## src/hw/rtl/isrs_pkg.sv

```systemverilog
// ----------------------------------------------------------------------------
// isrs_pkg: shared types and constants of the I2C serial RAM slave
// Item structs, bus event codes, address phase codes and the command and
// status bundles between the controller and the datapath.
// ----------------------------------------------------------------------------
package isrs_pkg;

  // Fixed field widths
  localparam int PTR_W  = 16;
  localparam int BYTE_W = 8;
  localparam int CFG_W  = 17;

  // Sizes above this take a two-byte address
  localparam int SINGLE_ADDR_LIMIT = 256;

  // Remainder unit: pointer bits retired per cycle and steps per item
  localparam int DIV_BITS_PER_STEP = 2;
  localparam int DIV_STEPS         = PTR_W / DIV_BITS_PER_STEP;
  localparam int DIV_CNT_W         = $clog2(DIV_STEPS);

  // Bus event codes
  typedef enum logic [1:0] {
    REQ_START = 2'd0,
    REQ_STOP  = 2'd1,
    REQ_RX    = 2'd2,
    REQ_TX    = 2'd3
  } req_e;

  // Address phase codes
  typedef enum logic [1:0] {
    PH_ADDR_HI = 2'd0,
    PH_ADDR_LO = 2'd1,
    PH_DATA    = 2'd2,
    PH_IDLE    = 2'd3
  } phase_e;

  typedef struct packed {
    logic [1:0]        req_type;
    logic [BYTE_W-1:0] data_in;
  } isrs_in_t;

  typedef struct packed {
    logic [BYTE_W-1:0] data_out;
    logic              data_valid;
  } isrs_out_t;

  // Controller to datapath
  typedef struct packed {
    logic clr_step;
    logic capture;
    logic ev_apply;
    logic div_start;
    logic div_step;
    logic mem_acc;
    logic out_load;
  } isrs_cmd_t;

  // Datapath to controller
  typedef struct packed {
    logic clr_done;
    logic need_access;
    logic div_last;
  } isrs_stat_t;

endpackage

```

## src/hw/rtl/isrs_ctrl.sv

```systemverilog
// ----------------------------------------------------------------------------
// isrs_ctrl: sequencing state machine of the I2C serial RAM slave
// Runs the clearing sweep, takes one item at a time, steps the remainder
// unit and the memory access, and owns the result valid flag.
// ----------------------------------------------------------------------------
module isrs_ctrl
  import isrs_pkg::*;
(
  input  logic       clk_i,
  input  logic       rst_ni,
  input  logic       in_valid_i,
  output logic       in_stall_o,
  output logic       out_valid_o,
  input  logic       out_stall_i,
  input  isrs_stat_t stat_i,
  output isrs_cmd_t  cmd_o
);

  typedef enum logic [5:0] {
    ST_CLEAR  = 6'b000001,
    ST_IDLE   = 6'b000010,
    ST_DECODE = 6'b000100,
    ST_DIV    = 6'b001000,
    ST_MEM    = 6'b010000,
    ST_RESP   = 6'b100000
  } state_e;

  state_e state_q, state_d;
  logic   out_valid_q, out_valid_d;

  // Next state and commands
  always_comb begin
    cmd_o       = '0;
    state_d     = state_q;
    out_valid_d = out_valid_q;
    if (out_valid_q && !out_stall_i) begin
      out_valid_d = 1'b0;
    end
    case (state_q)
      ST_CLEAR: begin
        cmd_o.clr_step = 1'b1;
        if (stat_i.clr_done) begin
          state_d = ST_IDLE;
        end
      end
      ST_IDLE: begin
        if (in_valid_i) begin
          cmd_o.capture = 1'b1;
          state_d       = ST_DECODE;
        end
      end
      ST_DECODE: begin
        if (stat_i.need_access) begin
          cmd_o.div_start = 1'b1;
          state_d         = ST_DIV;
        end else begin
          cmd_o.ev_apply = 1'b1;
          state_d        = ST_RESP;
        end
      end
      ST_DIV: begin
        cmd_o.div_step = 1'b1;
        if (stat_i.div_last) begin
          state_d = ST_MEM;
        end
      end
      ST_MEM: begin
        cmd_o.mem_acc = 1'b1;
        state_d       = ST_RESP;
      end
      ST_RESP: begin
        // hold until the output register is free or drains this cycle
        if (!out_valid_q || !out_stall_i) begin
          cmd_o.out_load = 1'b1;
          out_valid_d    = 1'b1;
          state_d        = ST_IDLE;
        end
      end
      default: begin
        state_d = ST_IDLE;
      end
    endcase
  end

  always_ff @(posedge clk_i or negedge rst_ni) begin
    if (!rst_ni) begin
      state_q     <= ST_CLEAR;
      out_valid_q <= 1'b0;
    end else begin
      state_q     <= state_d;
      out_valid_q <= out_valid_d;
    end
  end

  assign in_stall_o  = (state_q != ST_IDLE);
  assign out_valid_o = out_valid_q;

endmodule

```

## config.mk

```make
export PLATFORM = sky130hd
export DESIGN_NAME = isrs_ctrl
export DESIGN_NICKNAME = d
export VERILOG_FILES = /design/src/hw/rtl/isrs_pkg.sv /design/src/hw/rtl/isrs_ctrl.sv
export SDC_FILE = /design/constraint.sdc
export NUM_CORES = 1
export LEC_CHECK = 0
export BUFFER_PORTS_ARGS = -buffer_cell sky130_fd_sc_hd__clkbuf_2
export CAP_MARGIN = 20
export CORE_AREA = 2 2 39 41
export CTS_BUF_LIST = sky130_fd_sc_hd__clkbuf_4
export CTS_CLUSTER_SIZE = 40
export DETAILED_ROUTE_END_ITERATION = 16
export DIE_AREA = 0 0 41 43
export HOLD_SLACK_MARGIN = 0.15
export PLACE_DENSITY_LB_ADDON = 0.15
export SLEW_MARGIN = 30
export SYNTH_ARGS = -nofsm -noshare
export SYNTH_HDL_FRONTEND = slang
export SYNTH_SLANG_ARGS = --single-unit
export TNS_END_PERCENT = 100
```

## constraint.sdc

```tcl
create_clock -name clk_i -period 1.2 [get_ports clk_i]
set_input_delay 0 -clock clk_i [delete_from_list [all_inputs] [get_ports clk_i]]
set_output_delay 0 -clock clk_i [all_outputs]
set_load 0.005 [all_outputs]
```

; Word level (Yosys, flattened, before mapping)
; Cells that the tools add are included.
[classes]
n_eq_ne = 11
n_mux = 19
n_reduce_logical = 5
[ops]
columns = operator, count
row1 = one-hot mux 6 bit (6 select lines), 1
row2 = 2-to-1 mux 6 bit, 5
row3 = 2-to-1 mux 1 bit, 12
row4 = != test 2 bit (second input constant), 4
row5 = == test 6 x 1 -> 1 bit (second input constant), 1
row6 = == test 6 x 2 -> 1 bit (second input constant), 1
row7 = == test 6 x 3 -> 1 bit (second input constant), 1
row8 = == test 6 x 4 -> 1 bit (second input constant), 1
row9 = == test 6 x 5 -> 1 bit (second input constant), 1
row10 = == test 6 bit (second input constant), 1
row11 = != test 6 x 2 -> 1 bit (second input constant), 1
row12 = AND reduction 4 bit, 1
row13 = logical NOT 1 bit, 2
row14 = 2-to-1 mux 2 bit, 1
row15 = logical AND 1 bit, 1
row16 = logical OR 1 bit, 1
[totals]
regBits = 7
inputBits = 7

; Logic depth before layout (Yosys ltp)
; Gate-level depths: netlist (run 1).
[depth]
ltp_word = 5
mapped_depth = 4
depth_no_buf = 3

; Least setup slack after synthesis (run 1)
; OpenSTA, ideal clock, no wires.
[synth_timing]
kind = reg-to-reg
start = reg state_q[0]
end = reg state_q[1]
arrival_ns = 1.149
required_time_ns = 1.071
setup_slack_ns = -0.078
path_stages_with_launch = 4
n_path_buf = 0
period_less_slack_ns = 1.278
cell_sequence = dfstp_2 > nor4_1 > and4b_1 > o41a_1
[synth_via]
elab_chain_len = 3
word_cells_on_any_way = 12
cone_classes = 10 x eq/ne / 1 x mux / 1 x reduce/logical
[synth_rtl]
columns = element, line_no
row1 = from (decl), isrs_ctrl.sv:28  ; state_e state_q, state_d;
row2 = from (signal assigned), isrs_ctrl.sv:90  ; state_q <= state_d;
row3 = "== test 6 bit, or another cell as far along", isrs_ctrl.sv:39  ; case (state_q)
row4 = != test 2 bit (no source line), -
row5 = AND reduction 4 bit (no source line), -
; Several ways; a longest one is shown, not always the timed one.
; A chain may end at the register's enable or synchronous reset.

==> results of run 1 <==
[routing by layer]
layer  GRT usage  vias up  part of all wire
li1            -      239                 -
met1       0.204      223              0.46
met2       0.197       18              0.48
met3      0.0471        0             0.062
met4      0.0600        0                 0
met5           0        -                 0
[kinds of logic (layout without fill, tap and decap cells)]
kind of cell | count (synthesis) | after routing | synth area share
simple gates | 25 | 25 | 0.406
buf+inv | 6 | 47 | 0.0807
xor+xnor | 1 | 1 | 0.0202
flops | 7 | 7 | 0.406
compound gates | 5 | 5 | 0.0864
[Yosys cell counts, types with 2 or more instances]
cell type | n | area, um2
sky130_fd_sc_hd__and2_1 | 2 | 12.5
sky130_fd_sc_hd__and3b_1 | 3 | 26.3
sky130_fd_sc_hd__dfrtp_1 | 6 | 150
sky130_fd_sc_hd__inv_1 | 3 | 11.3
sky130_fd_sc_hd__nand2_1 | 3 | 11.3
sky130_fd_sc_hd__nand3b_1 | 4 | 30.0
sky130_fd_sc_hd__nor2_1 | 4 | 15.0
sky130_fd_sc_hd__nor4_2 | 2 | 25.0
[registers in the layout (all words and copies together), names as in the netlist]
| register | flops |
|---|---|
| out_valid_o | 1 |
| state_q | 6 |
[area by class of cell]
cell class                 instances  area (um2)  share of cell area
clock buffer                       4        30.0              0.0366
inverter                           3        11.3              0.0137
multi-input combinational         31         270               0.330
sequential                         7         183               0.223
tap                               16        20.0              0.0244
timing repair buffer              40         305               0.373
[worst max-delay path: stages (launching register included)]
cell	delay, ns
sky130_fd_sc_hd__dfrtp_2	0.46
sky130_fd_sc_hd__nor4_4	0.27
sky130_fd_sc_hd__buf_4	0.15
sky130_fd_sc_hd__nand3b_1	0.13
sky130_fd_sc_hd__nor2_1	0.12
sky130_fd_sc_hd__buf_2	0.11
[final timing paths]
check                                  startpoint                     end  depth (start not counted)
max                        state_q[2]$_DFFE_PN0P_                cmd_o[5]                          5
min                                        rst_ni  state_q[0]$_DFFE_PN1P_                          2
max reg2reg                state_q[2]$_DFFE_PN0P_  state_q[1]$_DFFE_PN0P_                          4
min reg2reg                 out_valid_o$_DFF_PN0_   out_valid_o$_DFF_PN0_                          2
max in group asynchronous                  rst_ni  state_q[4]$_DFFE_PN0P_                          3
min in group clk_i                      stat_i[0]  state_q[4]$_DFFE_PN0P_                          3
[power by group]
group	leakage (nW)	switching (W)	internal (W)	total, W
Clock	0.0184	0.0000977	0.000150	0.000248
Sequential	0.0827	0.0000970	0.000291	0.000388
Combinational	0.331	0.000285	0.000498	0.000783
[per-stage QoR]
stage | hold slack, ns | instances | power (W)
final | 0.224 | 101 | 0.00142
after floorplan | -0.296 | 44 | 0.000607
after detailed placement | -0.149 | 79 | 0.000836
after global routing | 0.234 | 101 | 0.00151
after CTS | 0.232 | 94 | 0.00118
after global placement | -0.147 | 79 | 0.000834
[what timing repair did]
action                                  in CTS  in global routing
hold endpoints to repair                    13                  0
endpoints found under the setup margin      13                 14
gates resized for setup                      5                 11
hold buffers                                 7                  0
pin swaps                                    3                  3
buffers inserted                             4                  7
==> impl_metrics.yaml, run 1 <==
timing:
  finalWorstPathRequiredPeriod_ns: 1.50
  grt_setup_unrepaired: "yes"
  max_clock_freq_mhz: 669
  final-setup-viol-count: 13
  fin_ws_ns: -0.295
  finalMaxSlewViolations: 0
  finalHoldViolations: 0
  slew_headroom: 0.787
  tightestPinTransition_ns: 0.319
  final.period_utilization: 1.25
  fin_setup_tns_ns: -2.57
  fin_skew_ns: 0.00417
min_path:
  min-delay-path-class: "primary input to async pin"
global_routing:
  antenna_found_initial: 0
  grt_pass1_wl_mm: 1.70
  track_usage: 0.145
  grt_max_degree: 9
  grt_pass1_vias: 385
  globalRouteOverflowTotal: 0
final_layout:
  fin_nets: 93
  layout_common_cells: "16 x sky130_fd_sc_hd__buf_4, 12 x sky130_fd_sc_hd__clkbuf_2, 7 x sky130_fd_sc_hd__dlygate4sd3_1"
  layout.cells.most_common: "sky130_fd_sc_hd__buf_4"
  post_synthesis_to_final_layout_area_growth_pct: 88.8
  fin_util: 0.592
  fin_area_um2: 820
  filler_cell_count: 113
  fraction_of_final_layout_cells_sized_beyond_drive_strength_1: 0.600
  n_antenna_cell: 0
power_and_ir_drop:
  vdd.ir_drop.worst_mv: 1.11
  power_leakage_nw: 0.432
  power_per_cell_area_nw_per_um2: 1730
detailed_routing:
  drt_drc_violations_left: 0
  ant_nets: 0
  first_iter_violations: 11
  detail_route.wirelength_mm: 1.20
  vias_per_cell: 4.75
  route.vias.total: 480
  avgRoutedWirePerCell_um: 11.9
  detailedRoute.firstPassIterationCount: 4
critical_path:
  critical_path.max_fanout: 5
  worst_ep_arrival_time_ns: 1.50
  reg2reg_slack_ns: -0.27
  worst-endpoint-required_ns: 1.20
  worst-setup-path-type: "register to output port"
  cp-start-kind: "register"
  cp-end-kind: "output port"
floorplanning:
  die-width_um: 41
  initial_core_util: 0.314
  design.portCount: 16
  cell_rows: 14
  die_height_um: 43
  coreArea_um2: 1380
  die_area_um2: 1760
clock_network:
  clk_sink_count: 7
  tritoncts_buffer_count: 3
  source_to_sink_clock_delay_at_the_later_pin_of_the_worst_skew_pair_ns: 0.25
  cts_htree_levels: 1
  clock-root-buffer: "sky130_fd_sc_hd__clkbuf_4"
  clock_slew_seen_by_the_registers_of_the_worst_setup_and_hold_paths_ns: 0.06
  clock_path_buffers: 2
  tritoncts_clock_tree: "built"
placement:
  port-buffer-count: 15
  globalplace.congestion: 0.705
  place_area_um2: 564
  preCtsSetupSlack_ns: -0.109
  hpwlAfterDp_um: 743
logic_synthesis:
  flip_flop_and_latch_count_after_synthesis: 7
  synthFlopType: "sky130_fd_sc_hd__dfrtp_1"
  synth_async_sr_flop_share: 1.00
  syn_inst: 44
  number_of_synthesized_flops_with_an_enable_pin: 0
  syn_area_per_cell_um2: 9.87
  ys_warn_count: 0
  synth_nets: 51
  seq_area_frac_synth: 0.406
  synthesis.area_um2: 434
  synth.distinct_cells: 25
status:
  status: "finished, violations left"
  failed_checks: "setup timing"
flow_run:
  cap_violations: 0
(Power assumes the default switching activity.)
==> run 2: changes to the inputs <==
--- a/config.mk
+++ b/config.mk
@@ -9,11 +9,13 @@
 export CAP_MARGIN = 20
 export CORE_AREA = 2 2 39 41
 export CTS_BUF_LIST = sky130_fd_sc_hd__clkbuf_4
+export CTS_CLUSTER_DIAMETER = 100
 export CTS_CLUSTER_SIZE = 40
 export DETAILED_ROUTE_END_ITERATION = 16
 export DIE_AREA = 0 0 41 43
 export HOLD_SLACK_MARGIN = 0.15
 export PLACE_DENSITY_LB_ADDON = 0.15
+export SKIP_CTS_REPAIR_TIMING = 1
 export SLEW_MARGIN = 30
 export SYNTH_ARGS = -nofsm -noshare
 export SYNTH_HDL_FRONTEND = slang
==> impl_metrics.yaml, run 2 (synthesis results as in run 1) <==
status:
  status: "finished, violations left"
  failed_checks: "setup timing"
min_path:
  min-delay-path-class: "primary input to async pin"
timing:
  finalMaxSlewViolations: 0
  finalHoldViolations: 0
  grt_setup_unrepaired: "yes"
  final-setup-viol-count: 13
  slew_headroom: 0.786
  worst_hold_check_slack_ns: 0.229
  finalWorstPathRequiredPeriod_ns: 1.49
  fin_ws_ns: -0.286
  tightestPinTransition_ns: 0.321
  fin_skew_ns: 0.00189
  max_clock_freq_mhz: 673
  fin_setup_tns_ns: -2.23
  final.period_utilization: 1.24
critical_path:
  worst-endpoint-required_ns: 1.20
  cp-start-kind: "register"
  r2r_start: "state_q[0]$_DFFE_PN1P_"
  worst_case_reg_to_reg_path_depth: 3
  critPathSlowestCell: "sky130_fd_sc_hd__dfrtp_2"
  reg2reg_slack_ns: -0.15
  worst-setup-path-type: "register to output port"
  capture_instance_of_the_worst_register_to_register_path: "state_q[1]$_DFFE_PN0P_"
  critical_path.n_buffers_inverters: 2
  critical_path.max_fanout: 6
  worst_ep_arrival_time_ns: 1.49
  slowest_delay_ns: 0.46
  cp-end-kind: "output port"
  timing.critical_path.cells: "nor4_4 > buf_4 > nand3b_1 > nor2_1 > buf_2"
  worst_path_dominant_cell_family: "simple AND/OR/NAND/NOR gates"
clock_network:
  cts_htree_levels: 1
  tritoncts_clock_tree: "built"
  source_to_sink_clock_delay_at_the_later_pin_of_the_worst_skew_pair_ns: 0.25
  clock-root-buffer: "sky130_fd_sc_hd__clkbuf_4"
  tritoncts_buffer_count: 3
  clock_slew_seen_by_the_registers_of_the_worst_setup_and_hold_paths_ns: 0.06
  clock_path_buffers: 2
  clk_sink_count: 7
detailed_routing:
  met3_wirelength_um: 56
  detail_route.wirelength_mm: 1.10
  route.met2.wl_um: 531
  avgRoutedWirePerCell_um: 11.6
  detailedRoute.firstPassIterationCount: 4
  top_signal_layer_used: "met3"
  routedLengthMet1_um: 515
  vias_per_cell: 4.74
  drt_drc_violations_left: 0
  first_iter_violations: 13
  route.vias.total: 450
  ant_nets: 0
final_layout:
  post_synthesis_to_final_layout_area_growth_pct: 74.9
  fraction_of_final_layout_cells_sized_beyond_drive_strength_1: 0.557
  fin_area_um2: 759
  layout.cells.most_common: "sky130_fd_sc_hd__clkbuf_2"
  filler_cell_count: 121
  max_flop_register: "state_q"
  layout_common_cells: "12 x sky130_fd_sc_hd__clkbuf_2, 11 x sky130_fd_sc_hd__buf_4, 7 x sky130_fd_sc_hd__dlygate4sd3_1"
  fin_util: 0.549
  fin_nets: 87
  n_antenna_cell: 0
  flip_flop_count_of_the_largest_register_after_layout: 6
floorplanning:
  coreArea_um2: 1380
  design.portCount: 16
  die_height_um: 43
  die_area_um2: 1760
  cell_rows: 14
  die-width_um: 41
  initial_core_util: 0.314
placement:
  place_area_um2: 564
  port-buffer-count: 15
  globalplace.congestion: 0.705
  preCtsSetupSlack_ns: -0.109
  hpwlAfterDp_um: 743
global_routing:
  antenna_found_initial: 0
  grt_max_degree: 9
  grt_pass1_vias: 338
  grt_pass1_wl_mm: 1.56
  track_usage: 0.133
  globalRouteOverflowTotal: 0
power_and_ir_drop:
  power_leakage_nw: 0.396
  power_per_cell_area_nw_per_um2: 1780
  vdd.ir_drop.worst_mv: 0.868
flow_run:
  cap_violations: 0
-- run 2: cell types whose count changed in the layout (fill, tap and decap cells not counted) --
cell	change
sky130_fd_sc_hd__buf_12	-1
sky130_fd_sc_hd__buf_4	-5
sky130_fd_sc_hd__nor2b_2	-1
sky130_fd_sc_hd__nor2b_1	+1
-- run 2: worst reg2reg max path, delay by kind of cell (launching register included) --
family,cells,cell delay (ns)
simple gates,2,0.26
compound gates,1,0.36
flops,1,0.62
-- run 2: stage by stage --
step | total power (W) | instances
2_1_floorplan | 0.000607 | 44
3_3_place_gp | 0.000834 | 79
3_5_place_dp | 0.000836 | 79
4_1_cts | 0.00109 | 83
5_1_grt | 0.00144 | 95
6_report | 0.00135 | 95
-- run 2: cell type report --
cell class	instances	area, um2	share of cell area
timing repair buffer	34	248	0.326
tap	16	20.0	0.0264
multi-input combinational	31	268	0.353
sequential	7	183	0.241
clock buffer	4	30.0	0.0395
inverter	3	11.3	0.0148
-- run 2: report_power, final --
group / switching [W] / internal (W)
Clock: 0.0000947 / 0.000150
Sequential: 0.000101 / 0.000291
Combinational: 0.000264 / 0.000449
Total: 0.000460 / 0.000890
-- run 2: worst max-delay path by stage --
stage / start / to / cells after the start
global placement: state_q[0]$_DFFE_PN1P_ / state_q[1]$_DFFE_PN0P_ / 3
detailed placement: state_q[0]$_DFFE_PN1P_ / state_q[1]$_DFFE_PN0P_ / 3
finish: state_q[2]$_DFFE_PN0P_ / cmd_o[5] / 5
floorplan: state_q[0]$_DFFE_PN1P_ / state_q[1]$_DFFE_PN0P_ / 3
CTS: state_q[5]$_DFFE_PN0P_ / cmd_o[4] / 5
global route: state_q[3]$_DFFE_PN0P_ / cmd_o[5] / 6
-- run 2: per-layer routing --
metal | track usage | up-vias
met5 | 0 | -
met4 | 0.0600 | 0
met3 | 0.0471 | 0
met2 | 0.175 | 15
met1 | 0.191 | 207
li1 | - | 228
==> run 3: changes to the inputs <==
--- a/config.mk
+++ b/config.mk
@@ -14,7 +14,7 @@
 export DETAILED_ROUTE_END_ITERATION = 16
 export DIE_AREA = 0 0 41 43
 export HOLD_SLACK_MARGIN = 0.15
-export PLACE_DENSITY_LB_ADDON = 0.15
+export PLACE_DENSITY = 0.7
 export SKIP_CTS_REPAIR_TIMING = 1
 export SLEW_MARGIN = 30
 export SYNTH_ARGS = -nofsm -noshare
==> impl_metrics.yaml, run 3 (synthesis results as in run 1) <==
status:
  status: "finished, violations left"
  failed_checks: "setup timing"
power_and_ir_drop:
  power.sequential.fraction: 0.314
  power_frac_comb: 0.490
  vdd.ir_drop.worst_mv: 0.654
  power_leakage_nw: 0.380
  power_switching_w: 0.000410
  power_w: 0.00121
  clock_power_share: 0.196
  power.switching_fraction: 0.340
  internal_power_w: 0.000797
  power_per_cell_area_nw_per_um2: 1650
final_layout:
  max_flop_register: "state_q"
  layout_common_cells: "11 x sky130_fd_sc_hd__clkbuf_2, 9 x sky130_fd_sc_hd__buf_4, 7 x sky130_fd_sc_hd__dlygate4sd3_1"
  fraction_of_final_layout_cells_sized_beyond_drive_strength_1: 0.553
  filler_cell_count: 129
  n_antenna_cell: 0
  flip_flop_count_of_the_largest_register_after_layout: 6
  layout.cells.most_common: "sky130_fd_sc_hd__clkbuf_2"
  fin_nets: 84
  layout.area.seq_um2: 183
  multi_input_comb_area_um2: 273
  post_synthesis_to_final_layout_area_growth_pct: 68.0
  layout.cells.non_filler: 92
timing:
  finalWorstPathRequiredPeriod_ns: 1.47
  finalMaxSlewViolations: 0
  fin_setup_tns_ns: -1.88
  grt_setup_unrepaired: "yes"
  max_clock_freq_mhz: 680
  final.period_utilization: 1.23
  fin_ws_ns: -0.270
  worst_hold_check_slack_ns: 0.230
  fin_skew_ns: 0.00279
  final-setup-viol-count: 12
  tightestPinTransition_ns: 0.285
  slew_headroom: 0.810
  finalHoldViolations: 0
critical_path:
  cp-start-kind: "register"
  worst-setup-path-type: "register to output port"
  worst-endpoint-required_ns: 1.20
  worst_ep_arrival_time_ns: 1.47
  slowest_delay_ns: 0.45
  cp-end-kind: "output port"
  critPathSlowestCell: "sky130_fd_sc_hd__dfrtp_2"
  critical_path.max_fanout: 5
  timing.critical_path.cells: "nor4_4 > buf_4 > nand3b_1 > a21oi_2 > buf_2"
global_routing:
  antenna_found_initial: 0
  grt_max_degree: 9
  globalRouteOverflowTotal: 0
  grt_pass1_vias: 354
  grt_pass1_wl_mm: 1.44
  track_usage: 0.121
clock_network:
  clock-root-buffer: "sky130_fd_sc_hd__clkbuf_4"
  tritoncts_clock_tree: "built"
  clock_path_buffers: 2
  clock_slew_seen_by_the_registers_of_the_worst_setup_and_hold_paths_ns: 0.05
  tritoncts_buffer_count: 3
  cts_htree_levels: 1
  source_to_sink_clock_delay_at_the_later_pin_of_the_worst_skew_pair_ns: 0.25
  clk_sink_count: 7
floorplanning:
  coreArea_um2: 1380
  die_area_um2: 1760
  die_height_um: 43
  cell_rows: 14
  initial_core_util: 0.314
  design.portCount: 16
  die-width_um: 41
placement:
  placed_cells_incl_taps: 76
  preCtsSetupSlack_ns: -0.117
  port-buffer-count: 15
  hpwlAfterDp_um: 712
  globalplace.congestion: 0.770
detailed_routing:
  routedLengthMet1_um: 474
  avgRoutedWirePerCell_um: 12.1
  detailedRoute.firstPassIterationCount: 4
  met3_wirelength_um: 39
  first_iter_violations: 9
  top_signal_layer_used: "met4"
  drt_drc_violations_left: 0
  vias_per_cell: 4.95
  detail_route.wirelength_mm: 1.11
  ant_nets: 0
  route.met2.wl_um: 572
  route.vias.total: 455
min_path:
  min-delay-path-class: "primary input to async pin"
flow_run:
  cap_violations: 0
-- run 3: final timing paths --
path / start / endpoint / slack, ns / cells after the start
max in group asynchronous: rst_ni / state_q[4]$_DFFE_PN0P_ / 0.24 / 3
hold / removal: rst_ni / state_q[0]$_DFFE_PN1P_ / 0.23 / 2
setup reg to reg: state_q[1]$_DFFE_PN0P_ / state_q[1]$_DFFE_PN0P_ / -0.16 / 4
setup / recovery: state_q[2]$_DFFE_PN0P_ / cmd_o[0] / -0.27 / 5
min in group clk_i: stat_i[0] / state_q[4]$_DFFE_PN0P_ / 0.53 / 3
hold reg to reg: out_valid_o$_DFF_PN0_ / out_valid_o$_DFF_PN0_ / 0.55 / 2
-- run 3: power by group through the flow --
| stage | clock [W] | combinational (W) | sequential, W |
|---|---|---|---|
| after floorplan | 0 | 0.000283 | 0.000325 |
| after global placement | 0 | 0.000374 | 0.000372 |
| after detailed placement | 0 | 0.000383 | 0.000373 |
| after CTS | 0.000244 | 0.000385 | 0.000373 |
| after global routing | 0.000263 | 0.000656 | 0.000386 |
| final | 0.000237 | 0.000591 | 0.000379 |
-- run 3: cell type report --
type	instances	area share
multi-input combinational	31	0.374
timing repair buffer	31	0.292
sequential	7	0.250
clock buffer	4	0.0412
tap	16	0.0274
inverter	3	0.0154
-- run 3: per-layer routing --
metal	GRT usage	vias up
li1	-	224
met1	0.163	215
met2	0.172	14
met3	0.0157	2
met4	0.0800	0
met5	0	-
-- run 3: metrics by stage --
step                cell area (um2)  utilization
floorplan                       440            -
CTS                             572        0.413
finish                          729        0.527
detailed placement              542        0.392
global route                    729        0.527
global placement                542        0.392
-- run 3: worst max-delay path, delay by kind of cell, from the launching register on --
family,cells,cell delay (ns)
and+or+nand+nor,2,0.38
DFF,1,0.45
AOI/OAI and AO/OA,1,0.11
buffers and inverters,2,0.27
